**src/rtl/itp_pkg.sv**
```systemverilog
// ----------------------------------------------------------------------------
// itp_pkg
// Types, codes and helpers shared by the infix-to-postfix converter.
// ----------------------------------------------------------------------------
package itp_pkg;

    localparam int STACK_DEPTH_DEF = 16;
    localparam int REF_BITS        = 16;
    localparam int ENTRY_W         = 5;

    localparam logic [15:0] REF_MASK =
        (REF_BITS >= 16) ? 16'hFFFF : 16'((32'd1 << REF_BITS) - 32'd1);

    // token kinds
    localparam logic [2:0] TOK_OPERAND  = 3'd0;
    localparam logic [2:0] TOK_FUNC     = 3'd1;
    localparam logic [2:0] TOK_OPERATOR = 3'd2;
    localparam logic [2:0] TOK_LPAREN   = 3'd3;
    localparam logic [2:0] TOK_RPAREN   = 3'd4;
    localparam logic [2:0] TOK_END      = 3'd5;

    // operator codes
    localparam logic [2:0] OP_ADD    = 3'd0;
    localparam logic [2:0] OP_SUB    = 3'd1;
    localparam logic [2:0] OP_MUL    = 3'd2;
    localparam logic [2:0] OP_DIV    = 3'd3;
    localparam logic [2:0] OP_POW    = 3'd4;
    localparam logic [2:0] OP_ASSIGN = 3'd5;

    // result kinds
    localparam logic [2:0] KIND_OPERAND  = 3'd0;
    localparam logic [2:0] KIND_OPERATOR = 3'd1;
    localparam logic [2:0] KIND_FUNCTION = 3'd2;
    localparam logic [2:0] KIND_END      = 3'd3;
    localparam logic [2:0] KIND_ERROR    = 3'd4;

    // error codes
    localparam logic [1:0] ERR_NONE     = 2'd0;
    localparam logic [1:0] ERR_PAREN    = 2'd1;
    localparam logic [1:0] ERR_OVERFLOW = 2'd2;

    // stack entries: operator codes as is, plus these
    localparam logic [ENTRY_W-1:0] ENT_FUNC   = 5'd6;
    localparam logic [ENTRY_W-1:0] ENT_LPAREN = 5'd7;

    typedef struct packed {
        logic [2:0]  operation;
        logic [2:0]  op_code;
        logic [15:0] token_ref;
        logic        is_name;
    } tok_t;

    typedef struct packed {
        logic [2:0]  out_kind;
        logic [2:0]  out_op;
        logic [15:0] out_ref;
        logic        out_is_name;
        logic [1:0]  error_code;
        logic        last;
    } res_t;

    typedef enum logic [1:0] {
        ST_IDLE,
        ST_POP,
        ST_RPF,
        ST_FLUSH
    } state_t;

    typedef enum logic [1:0] {
        MODE_OPR,
        MODE_RP,
        MODE_END
    } mode_t;

    function automatic logic [2:0] prec(input logic [ENTRY_W-1:0] entry);
        logic [2:0] p;
        p = 3'd0;
        if (entry == {2'b00, OP_POW})
            p = 3'd4;
        else if (entry == {2'b00, OP_MUL} || entry == {2'b00, OP_DIV})
            p = 3'd3;
        else if (entry == {2'b00, OP_ADD} || entry == {2'b00, OP_SUB})
            p = 3'd2;
        return p;
    endfunction

    function automatic res_t mk_res(input logic [2:0] kind, input logic [2:0] op,
                                    input logic [15:0] rf, input logic nm,
                                    input logic [1:0] err);
        res_t r;
        r.out_kind    = kind;
        r.out_op      = op;
        r.out_ref     = rf;
        r.out_is_name = nm;
        r.error_code  = err;
        r.last        = 1'b0;
        return r;
    endfunction

    function automatic res_t entry_res(input logic [ENTRY_W-1:0] entry);
        res_t r;
        if (entry == ENT_FUNC)
            r = mk_res(KIND_FUNCTION, OP_ADD, 16'd0, 1'b0, ERR_NONE);
        else
            r = mk_res(KIND_OPERATOR, entry[2:0], 16'd0, 1'b0, ERR_NONE);
        return r;
    endfunction

endpackage

```
**src/rtl/itp_stack_ram.sv**
```systemverilog
// ----------------------------------------------------------------------------
// itp_stack_ram
// Operator stack storage: one write port, one registered read port.
// ----------------------------------------------------------------------------
module itp_stack_ram #(
    parameter int DEPTH = itp_pkg::STACK_DEPTH_DEF,
    parameter int AW    = $clog2(DEPTH)
) (
    input  logic                        clk,
    input  logic                        wr_en,
    input  logic [AW-1:0]               wr_addr,
    input  logic [itp_pkg::ENTRY_W-1:0] wr_data,
    input  logic                        rd_en,
    input  logic [AW-1:0]               rd_addr,
    output logic [itp_pkg::ENTRY_W-1:0] rd_data
);
    import itp_pkg::*;

    logic [ENTRY_W-1:0] mem [DEPTH];
    logic [ENTRY_W-1:0] rd_data_reg;

    always_ff @(posedge clk)
    begin
        if (wr_en)
        begin
            mem[wr_addr] <= wr_data;
        end
    end

    always_ff @(posedge clk)
    begin
        if (rd_en)
        begin
            rd_data_reg <= mem[rd_addr];
        end
    end

    assign rd_data = rd_data_reg;

endmodule

```
**src/rtl/infix_to_postfix_converter_core.sv**
```systemverilog
// ----------------------------------------------------------------------------
// infix_to_postfix_converter_core
// Shunting-yard converter: classified infix tokens in, postfix tokens out.
// ----------------------------------------------------------------------------
// One token is taken at a time; tok_stall is high while a token is worked on.
// A function or left paren that fits on the stack is pushed without a stall;
// an operand passes the pending stage before it reaches the result register.
// Operators, right parens and end tokens pop one stack entry at a time; each
// pop issues the read of the entry below the top, as the read port of the
// stack memory is registered. Every result is held one stage before the
// result register so that its last flag is known; result-side stalls hold it.
// ----------------------------------------------------------------------------
module infix_to_postfix_converter_core #(
    parameter int STACK_DEPTH = itp_pkg::STACK_DEPTH_DEF
) (
    input  logic          clk,
    input  logic          rst_n,
    input  logic          tok_valid,
    output logic          tok_stall,
    input  itp_pkg::tok_t tok,
    output logic          res_valid,
    input  logic          res_stall,
    output itp_pkg::res_t res
);
    import itp_pkg::*;

    localparam int AW = $clog2(STACK_DEPTH);
    localparam int CW = $clog2(STACK_DEPTH + 1);
    localparam logic [CW-1:0] DEPTH_C = CW'(STACK_DEPTH);
    localparam logic [CW-1:0] ONE_C   = CW'(1);
    localparam logic [CW-1:0] TWO_C   = CW'(2);

    state_t        state_reg, state_next;
    mode_t         mode_reg, mode_next;
    logic [CW-1:0] cnt_reg, cnt_next;
    logic [2:0]    code_reg, code_next;
    logic          pend_valid_reg, pend_valid_next;
    res_t          pend_reg, pend_next;
    logic          res_valid_reg, res_valid_next;
    res_t          res_reg, res_next;

    logic               wr_en;
    logic [AW-1:0]      wr_addr;
    logic [ENTRY_W-1:0] wr_data;
    logic               rd_en;
    logic [AW-1:0]      rd_addr;
    logic [ENTRY_W-1:0] top;

    logic          accept;
    logic          out_free;
    logic          can_emit;
    logic          emit_en;
    res_t          emit_res;
    logic          flush_en;
    logic [CW-1:0] cnt_m1;
    logic [CW-1:0] cnt_m2;
    logic [2:0]    p_in;
    logic [2:0]    p_top;
    logic          pop_ok;

    itp_stack_ram #(
        .DEPTH (STACK_DEPTH),
        .AW    (AW)
    ) u_ram (
        .clk     (clk),
        .wr_en   (wr_en),
        .wr_addr (wr_addr),
        .wr_data (wr_data),
        .rd_en   (rd_en),
        .rd_addr (rd_addr),
        .rd_data (top)
    );

    assign tok_stall = (state_reg != ST_IDLE);
    assign accept    = tok_valid && !tok_stall;
    assign out_free  = !res_valid_reg || !res_stall;
    assign can_emit  = !pend_valid_reg || out_free;
    assign cnt_m1    = cnt_reg - ONE_C;
    assign cnt_m2    = cnt_reg - TWO_C;
    assign p_in      = prec({2'b00, code_reg});
    assign p_top     = prec(top);
    assign pop_ok    = (cnt_reg != '0) && (top != ENT_LPAREN) &&
                       ((p_in < p_top) || ((p_in == p_top) && (code_reg != OP_POW)));

    always_comb
    begin
        state_next      = state_reg;
        mode_next       = mode_reg;
        cnt_next        = cnt_reg;
        code_next       = code_reg;
        pend_valid_next = pend_valid_reg;
        pend_next       = pend_reg;
        res_valid_next  = res_valid_reg && res_stall;
        res_next        = res_reg;
        wr_en           = 1'b0;
        wr_addr         = cnt_reg[AW-1:0];
        wr_data         = ENT_LPAREN;
        rd_en           = 1'b0;
        rd_addr         = '0;
        emit_en         = 1'b0;
        emit_res        = mk_res(KIND_ERROR, OP_ADD, 16'd0, 1'b0, ERR_OVERFLOW);
        flush_en        = 1'b0;

        case (state_reg)
            ST_IDLE:
            begin
                rd_en   = 1'b1;
                rd_addr = (cnt_reg == '0) ? '0 : cnt_m1[AW-1:0];
                if (accept)
                begin
                    code_next = tok.op_code;
                    case (tok.operation)
                        TOK_OPERAND:
                        begin
                            emit_en    = 1'b1;
                            emit_res   = mk_res(KIND_OPERAND, OP_ADD,
                                                tok.token_ref & REF_MASK,
                                                tok.is_name, ERR_NONE);
                            state_next = ST_FLUSH;
                        end
                        TOK_FUNC, TOK_LPAREN:
                        begin
                            if (cnt_reg == DEPTH_C)
                            begin
                                emit_en    = 1'b1;
                                cnt_next   = '0;
                                state_next = ST_FLUSH;
                            end
                            else
                            begin
                                wr_en    = 1'b1;
                                wr_data  = (tok.operation == TOK_FUNC) ? ENT_FUNC : ENT_LPAREN;
                                cnt_next = cnt_reg + ONE_C;
                            end
                        end
                        TOK_OPERATOR:
                        begin
                            if (tok.op_code inside {[OP_ADD:OP_POW]})
                            begin
                                mode_next  = MODE_OPR;
                                state_next = ST_POP;
                            end
                        end
                        TOK_RPAREN:
                        begin
                            mode_next  = MODE_RP;
                            state_next = ST_POP;
                        end
                        TOK_END:
                        begin
                            mode_next  = MODE_END;
                            state_next = ST_POP;
                        end
                        default:
                        begin
                        end
                    endcase
                end
            end

            ST_POP:
            begin
                rd_addr = (cnt_reg < TWO_C) ? '0 : cnt_m2[AW-1:0];
                if (can_emit)
                begin
                    case (mode_reg)
                        MODE_OPR:
                        begin
                            if (pop_ok)
                            begin
                                emit_en  = 1'b1;
                                emit_res = entry_res(top);
                                cnt_next = cnt_m1;
                                rd_en    = 1'b1;
                            end
                            else if (cnt_reg == DEPTH_C)
                            begin
                                emit_en    = 1'b1;
                                cnt_next   = '0;
                                state_next = ST_FLUSH;
                            end
                            else
                            begin
                                wr_en      = 1'b1;
                                wr_data    = {2'b00, code_reg};
                                cnt_next   = cnt_reg + ONE_C;
                                state_next = ST_FLUSH;
                            end
                        end
                        MODE_RP:
                        begin
                            if (cnt_reg == '0)
                            begin
                                emit_en    = 1'b1;
                                emit_res   = mk_res(KIND_ERROR, OP_ADD, 16'd0, 1'b0,
                                                    ERR_PAREN);
                                state_next = ST_FLUSH;
                            end
                            else if (top != ENT_LPAREN)
                            begin
                                emit_en  = 1'b1;
                                emit_res = entry_res(top);
                                cnt_next = cnt_m1;
                                rd_en    = 1'b1;
                            end
                            else
                            begin
                                cnt_next   = cnt_m1;
                                rd_en      = 1'b1;
                                state_next = ST_RPF;
                            end
                        end
                        MODE_END:
                        begin
                            if (cnt_reg == '0)
                            begin
                                emit_en    = 1'b1;
                                emit_res   = mk_res(KIND_END, OP_ADD, 16'd0, 1'b0, ERR_NONE);
                                state_next = ST_FLUSH;
                            end
                            else if (top == ENT_LPAREN)
                            begin
                                emit_en    = 1'b1;
                                emit_res   = mk_res(KIND_ERROR, OP_ADD, 16'd0, 1'b0,
                                                    ERR_PAREN);
                                cnt_next   = '0;
                                state_next = ST_FLUSH;
                            end
                            else
                            begin
                                emit_en  = 1'b1;
                                emit_res = entry_res(top);
                                cnt_next = cnt_m1;
                                rd_en    = 1'b1;
                            end
                        end
                        default:
                        begin
                            state_next = ST_FLUSH;
                        end
                    endcase
                end
            end

            ST_RPF:
            begin
                if (cnt_reg != '0 && top == ENT_FUNC)
                begin
                    if (can_emit)
                    begin
                        emit_en    = 1'b1;
                        emit_res   = entry_res(top);
                        cnt_next   = cnt_m1;
                        state_next = ST_FLUSH;
                    end
                end
                else
                begin
                    state_next = ST_FLUSH;
                end
            end

            ST_FLUSH:
            begin
                if (!pend_valid_reg)
                begin
                    state_next = ST_IDLE;
                end
                else if (out_free)
                begin
                    flush_en   = 1'b1;
                    state_next = ST_IDLE;
                end
            end

            default:
            begin
                state_next = ST_IDLE;
            end
        endcase

        // pending result moves on once the next one is known
        if (emit_en)
        begin
            if (pend_valid_reg)
            begin
                res_next       = pend_reg;
                res_next.last  = 1'b0;
                res_valid_next = 1'b1;
            end
            pend_next       = emit_res;
            pend_valid_next = 1'b1;
        end
        else if (flush_en)
        begin
            res_next        = pend_reg;
            res_next.last   = 1'b1;
            res_valid_next  = 1'b1;
            pend_valid_next = 1'b0;
        end
    end

    always_ff @(posedge clk or negedge rst_n)
    begin
        if (!rst_n)
        begin
            state_reg      <= ST_IDLE;
            mode_reg       <= MODE_OPR;
            cnt_reg        <= '0;
            pend_valid_reg <= 1'b0;
            res_valid_reg  <= 1'b0;
        end
        else
        begin
            state_reg      <= state_next;
            mode_reg       <= mode_next;
            cnt_reg        <= cnt_next;
            pend_valid_reg <= pend_valid_next;
            res_valid_reg  <= res_valid_next;
        end
    end

    always_ff @(posedge clk)
    begin
        code_reg <= code_next;
        pend_reg <= pend_next;
        res_reg  <= res_next;
    end

    assign res_valid = res_valid_reg;
    assign res       = res_reg;

endmodule

```
**config.mk**
```make
export PLATFORM = sky130hd
export DESIGN_NAME = infix_to_postfix_converter_core
export DESIGN_NICKNAME = d
export VERILOG_FILES = /design/src/rtl/itp_pkg.sv /design/src/rtl/itp_stack_ram.sv /design/src/rtl/infix_to_postfix_converter_core.sv
export SDC_FILE = /design/constraint.sdc
export NUM_CORES = 1
export LEC_CHECK = 0
export ABC_AREA = 1
export BUFFER_PORTS_ARGS = -buffer_cell sky130_fd_sc_hd__buf_2
export CAP_MARGIN = 40
export CORE_UTILIZATION = 59
export DETAILED_ROUTE_END_ITERATION = 7
export PLACE_DENSITY = 0.9
export SLEW_MARGIN = 20
export SYNTH_ARGS = -nofsm -noshare
export SYNTH_HDL_FRONTEND = slang
export SYNTH_SLANG_ARGS = --single-unit
```
**constraint.sdc**
```tcl
create_clock -name clk -period 3.35 [get_ports clk]
set_clock_uncertainty 0.1 [all_clocks]
set_input_delay 0.5025 -clock clk [delete_from_list [all_inputs] [get_ports clk]]
set_output_delay 0.5025 -clock clk [all_outputs]
set_load 0.005 [all_outputs]
```
Word-level counts from Yosys, hierarchy flattened:

Memories as Yosys holds them, arrays and structs flattened. A register that Yosys moved wholly into a read port is not among the register bits.
Cells that the tools add are included.

* bits in registers: 70
* bits in latches: 0
* bits in writable memories: 48
* memory bits (read-only): 0
* bits of input ports: 27
* output and inout port bits: 28
* memories: 1

* $add $sub $neg: 3
* $mul: 0
* div/mod/pow operators: 0
* magnitude comparators: 4
* equality and inequality tests: 42
* shifts and indexed selects: 0
* mux-type cells: 99
* bitwise logic cells: 0
* reduce and logical (&&, ||, !) cells: 36

Memories
* u_ram.mem: words 16, bits a word 3, read ports 1, clocked after Yosys merged registers in 1, write ports 1, RTL line itp_stack_ram.sv:19 `logic [ENTRY_W-1:0] mem [DEPTH];`

Operator list (number)
* 26-bit two-way mux: 13
* 26-bit case mux with 3 select lines: 2
* 5-bit two-way mux: 10
* 2-bit two-way mux: 18
* 1-bit two-way mux: 33
* 5-bit case mux with 3 select lines: 2
* 25-bit two-way mux: 1
* 3-bit inequality test (second input constant): 8
* 3-bit two-way mux: 6
* 2-bit case mux with 4 select lines: 2
* 5-bit by 3-bit equality test with 1-bit output (second input constant): 3
* 3-bit by 2-bit equality test with 1-bit output (second input constant): 4
* 2-bit inequality test (second input constant): 6
* 2-bit case mux with 3 select lines: 2
* 5-bit by 2-bit equality test with 1-bit output (second input constant): 2
* 5-bit logical NOT: 2
* 10-bit AND reduction: 1
* 3-bit equality test (second input constant): 3
* 1-bit case mux with 3 select lines: 3
* 9-bit AND reduction: 1
* 4-bit two-way mux: 2
* 4-bit inequality test (second input constant): 2
* 4-bit case mux with 2 select lines: 1
* 1-bit logical AND: 7
* other kinds (29): 50

Longest topological paths before layout:

* depth in word-level cells: 15
* mapped depth: 16
* mapped depth without buffers: 16

By module:

A second synthesis with hierarchy kept.

* cell total of the unflattened synthesis: 714
* area, all modules: 7329.5 um^2

By module, submodules not included
* itp_stack_ram: instances 1, cells each 355, area an instance 3783.6 um^2
* infix_to_postfix_converter_core: instances 1, cells each 359, area an instance 3545.9 um^2

Least setup slack after synthesis:

OpenSTA, ideal clock, no wires.

* kind: flip-flop to flip-flop
* start point: register cnt_reg[0]
* end point: register res_reg, in the netlist res[0], enable pin
* library setup time: 438 ps
* data arrival time: 2124 ps
* required time: 2812 ps
* slack: 687 ps
* cell stages (with the launch flop): 13
* buffers on the path: 1
* period minus slack after synthesis: 2663 ps
* cell sequence: dfrtp_1 -> inv_1 -> ha_1 -> nand3_2 -> buf_6 -> nand2_1 -> inv_1 -> nor2_1 -> nor3_1 -> nand2_1 -> nand2_1 -> nand3_1 -> nand2_1

* longest elaborated chain between the ends: 9

Ends and longest elaborated chain
* start: declaration: RTL line infix_to_postfix_converter_core.sv:35 `logic [CW-1:0] cnt_reg, cnt_next;`
* start signal: assignment: RTL line infix_to_postfix_converter_core.sv:317 `cnt_reg <= cnt_next;`
* 5-bit nonzero test: RTL line infix_to_postfix_converter_core.sv:82, infix_to_postfix_converter_core.sv:247
* 1-bit logical AND (2 in series): RTL line infix_to_postfix_converter_core.sv:82 `assign pop_ok = (cnt_reg != '0) && (top != ENT_LPAREN) &&`
* 1-bit two-way mux: RTL line infix_to_postfix_converter_core.sv:169 `if (pop_ok)`
* 1-bit case mux with 3 select lines: RTL line infix_to_postfix_converter_core.sv:166 `case (mode_reg)`
* 1-bit two-way mux: RTL line infix_to_postfix_converter_core.sv:164 `if (can_emit)`
* 1-bit case mux with 3 select lines (*): RTL line infix_to_postfix_converter_core.sv:104 `case (state_reg)`
* 2-bit inequality test (no source line) / 2-bit nonzero test (equally long branches)
* 2-bit AND reduction (no source line) (*)
* end signal: assignment: RTL line infix_to_postfix_converter_core.sv:327 `res_reg <= res_next;`
* end: declaration: RTL line infix_to_postfix_converter_core.sv:40 `res_t res_reg, res_next;`

Every way passes the cells marked *; elsewhere a longest branch is shown, timed or not.
A chain may end at the register's enable or synchronous reset.

Worst setup path in the final report:

* start point: register cnt_reg[0]
* end point: register u_ram.rd_data_reg[0], in the netlist u_ram.rd_data[0], read port of u_ram.mem (data pin)

* longest elaborated chain between the ends: 7

Ends and longest elaborated chain
* 5-bit nonzero test: RTL line infix_to_postfix_converter_core.sv:82
* 1-bit logical AND (2 in series): RTL line infix_to_postfix_converter_core.sv:82
* 1-bit two-way mux: RTL line infix_to_postfix_converter_core.sv:169
* 1-bit case mux with 3 select lines: RTL line infix_to_postfix_converter_core.sv:166
* 1-bit two-way mux: RTL line infix_to_postfix_converter_core.sv:164
* 1-bit case mux with 2 select lines: RTL line infix_to_postfix_converter_core.sv:104
* end: declaration: RTL line itp_stack_ram.sv:20 `logic [ENTRY_W-1:0] rd_data_reg;`

Parallel ways exist; a longest one is shown, timed or not.

==> reports/results.md <==
STA
- Hold Vio Cnt, Final: 0
- final-report max-slew violation count: 0
- final critical delay including setup and external delays: 3100 ps
- RSZ-0062 raised after global routing: no
- slew of the pin with the lowest slew margin: 676 ps
- final worst-path cycle share: 0.924
- final sum of negative setup slack: 0 ps
- total setup violations reported at the end of the flow: 0
- highest clock rate: 323 MHz
- relative max-transition margin: 0.549

Placement
- area after detailed placement: 5990 µm²
- gpl congestion: 1.01
- half-perimeter wire length after detailed placement: 8580 µm
- number of I/O port buffers: 54

Clock network
- Clk pin slew, worst setup/hold paths: 70 ps
- Max H-tree Level: 4
- number of sinks handled by clock tree synthesis: 116
- clock insertion delay at the later pin of the skew report: 520 ps
- post-cts sizing count: 0
- Root Buffer Master: sky130_fd_sc_hd__clkbuf_8
- maximum buffer depth of the clock tree: 2
- TritonCTS Buffers: 17
- setup fix buffers added after clock tree synthesis: 0
- TritonCTS clock tree: done

Global routing
- wire length of the first global-routing pass: 21000 µm
- number of antenna violations at the first check in global routing: 0
- Remaining Overflow, GRT: 0
- largest net degree at the start of global routing: 31
- number of global-route vias before repair: 4191
- GRT Util Overall: 0.279

Detailed routing
- aggregate routed wire length: 13000 µm
- via count: 4393
- total iterations of the first detailed-routing run: 5
- routed length per placed instance: 17.1 µm
- Antenna Violating Nets Remaining: 0
- First DRT Iteration DRCs: 466
- DRC violations left: 0
- Vias/cell: 5.77

Outcome
- status: finished, final reports clean

Die
- chip width: 99.5 µm
- placeable core region: 9240 µm²
- count of standard-cell rows: 35
- chip height: 99.5 µm
- Top-Level Pins: 55
- area of the die: 9900 µm²
- starting density of the core: 0.607

Synthesis
- Post-synth top flop: sky130_fd_sc_hd__edfxtp_1
- number of distinct library cells after synthesis: 39
- mean area per synthesized cell: 10.1 µm²
- fraction of registers with async set/reset: 0.0948
- synthesis warning total: 0
- number of register bits inferred by synthesis: 116
- number of enable flip-flop cells after synthesis: 105
- Synth Net Count: 600
- post-synthesis cell count: 555
- Netlist Area Pre-Place: 5610 µm²
- sequential cell area fraction in the yosys report: 0.611

Cells and area
- count of filler cells inserted in the layout: 605
- number of diodes: 0
- summed area of non-filler cells in the final layout: 6600 µm²
- commonest non-fill, non-tap cells in the layout: sky130_fd_sc_hd__nand2_1, sky130_fd_sc_hd__edfxtp_1, sky130_fd_sc_hd__inv_1, sky130_fd_sc_hd__nor2_1, sky130_fd_sc_hd__buf_2
- flip-flop count of the largest register, all copies and words added: 48
- commonest non-fill, non-tap cell in the layout: sky130_fd_sc_hd__nand2_1
- Area growth, synth to finish: 17.6%
- fraction of layout instances using a drive strength above 1: 0.179
- final layout net count: 664
- combined flip-flop and latch cell area: 3430 µm²
- multi-input combinational cell area: 1820 µm²

Critical path
- type of element capturing the critical path: register
- worst endpoint data arrival time: 3260 ps
- critical path data required time: 3520 ps
- CP Max Fanout: 30
- kind of critical path: reg2reg
- sort of element at the start of the critical path: register

Worst hold path
- Hold WC Path Type: in2reg

Pwr
- Power per Cell Area: 1130 nW/µm²
- Lkg Pwr: 0.00283 µW
- VDD IR-drop max: 0.000823 V

Run
- count of max-cap constraint violations: 0

## per-layer routing
metal,global-route usage,vias to the layer above,wire [µm]
met5,0,-,0
met4,0.105,0,371
met3,0.0527,54,1140
met2,0.478,324,6610
met1,0.355,2023,4860
li1,-,1992,-
## synth_stat cells (3+ instances only)
cell type / n / area (µm²)
sky130_fd_sc_hd__a21oi_1: 11 / 55.1
sky130_fd_sc_hd__ha_1: 18 / 225
sky130_fd_sc_hd__nand2_2: 5 / 31.3
sky130_fd_sc_hd__clkbuf_1: 5 / 18.8
sky130_fd_sc_hd__nand2_4: 3 / 33.8
sky130_fd_sc_hd__o22ai_1: 3 / 18.8
sky130_fd_sc_hd__nor3_1: 6 / 30.0
sky130_fd_sc_hd__o21ai_0: 18 / 90.1
sky130_fd_sc_hd__o211ai_1: 7 / 52.6
sky130_fd_sc_hd__xor2_1: 4 / 35.0
sky130_fd_sc_hd__buf_2: 4 / 20.0
sky130_fd_sc_hd__dfrtp_1: 11 / 275
sky130_fd_sc_hd__edfxtp_1: 105 / 3150
sky130_fd_sc_hd__nand2_1: 138 / 518
sky130_fd_sc_hd__nor3_2: 3 / 30.0
sky130_fd_sc_hd__a31oi_1: 3 / 18.8
sky130_fd_sc_hd__inv_1: 72 / 270
sky130_fd_sc_hd__nand3_1: 52 / 260
sky130_fd_sc_hd__nor2_1: 59 / 221
## what timing repair did
action / CTS / global route
endpoints found under the hold margin: 11 / 0
endpoints found under the setup margin: 0 / 0
hold buffers: 1 / 0
## cells by family after synthesis
kind of cell | share of synthesized area
compound gates | 0.0533
xor+xnor | 0.00937
buf+inv | 0.0642
simple gates | 0.222
fa+ha+maj | 0.0401
flops | 0.611
## where the power goes
group | internal (µW) | switching (µW) | leakage (µW)
clock | 1100 | 737 | 0.000293
sequential | 2340 | 232 | 0.00109
combinational | 927 | 2160 | 0.00145
## final timing paths
path / startpoint / end / slack, ps / cells past startpoint
max: cnt_reg[0] / u_ram.rd_data[0] / 250 / 13
min: tok[17] / code_reg[0] / 70 / 1
max reg2reg: cnt_reg[0] / u_ram.rd_data[0] / 250 / 13
min reg2reg: pend_reg[20] / res[20] / 320 / 0
max in group asynchronous: rst_n / cnt_reg[3] / 2640 / 2
min in group asynchronous: rst_n / res_valid / 290 / 2
## cell type report
type / instances / share of cell area
clock inverters: 15 / 0.0277
well taps: 129 / 0.0245
multi-input cells: 351 / 0.276
repair buffers: 58 / 0.0459
flip-flops and latches: 116 / 0.520
inverters: 75 / 0.0431
clock buffers: 17 / 0.0628
## worst max-delay path, stage by stage, from the launching register on
cell and delay (ps):
sky130_fd_sc_hd__dfrtp_1 470, sky130_fd_sc_hd__inv_1 210, sky130_fd_sc_hd__ha_1 310, sky130_fd_sc_hd__nand3_2 290, sky130_fd_sc_hd__nand2_1 230, sky130_fd_sc_hd__inv_1 110
sky130_fd_sc_hd__nand2_4 190, sky130_fd_sc_hd__nand2_2 350, sky130_fd_sc_hd__nand2_1 160, sky130_fd_sc_hd__nand2_1 60, sky130_fd_sc_hd__nand2_1 80, sky130_fd_sc_hd__nand3_1 100
sky130_fd_sc_hd__nand3_1 120, sky130_fd_sc_hd__nand2_1 60
## through the flow
step,setup WS (ps),power (µW),utilization,std cells,hold slack (ps)
4_1_cts,304,7420,0.714,761,68.0
2_1_floorplan,687,4670,-,555,107
3_3_place_gp,607,5310,0.648,728,282
6_report,254,7480,0.714,761,74.4
5_1_grt,20.0,7920,0.714,761,76.2
3_5_place_dp,364,5510,0.648,728,290
Note: power is estimated with default switching activity, not from simulation.
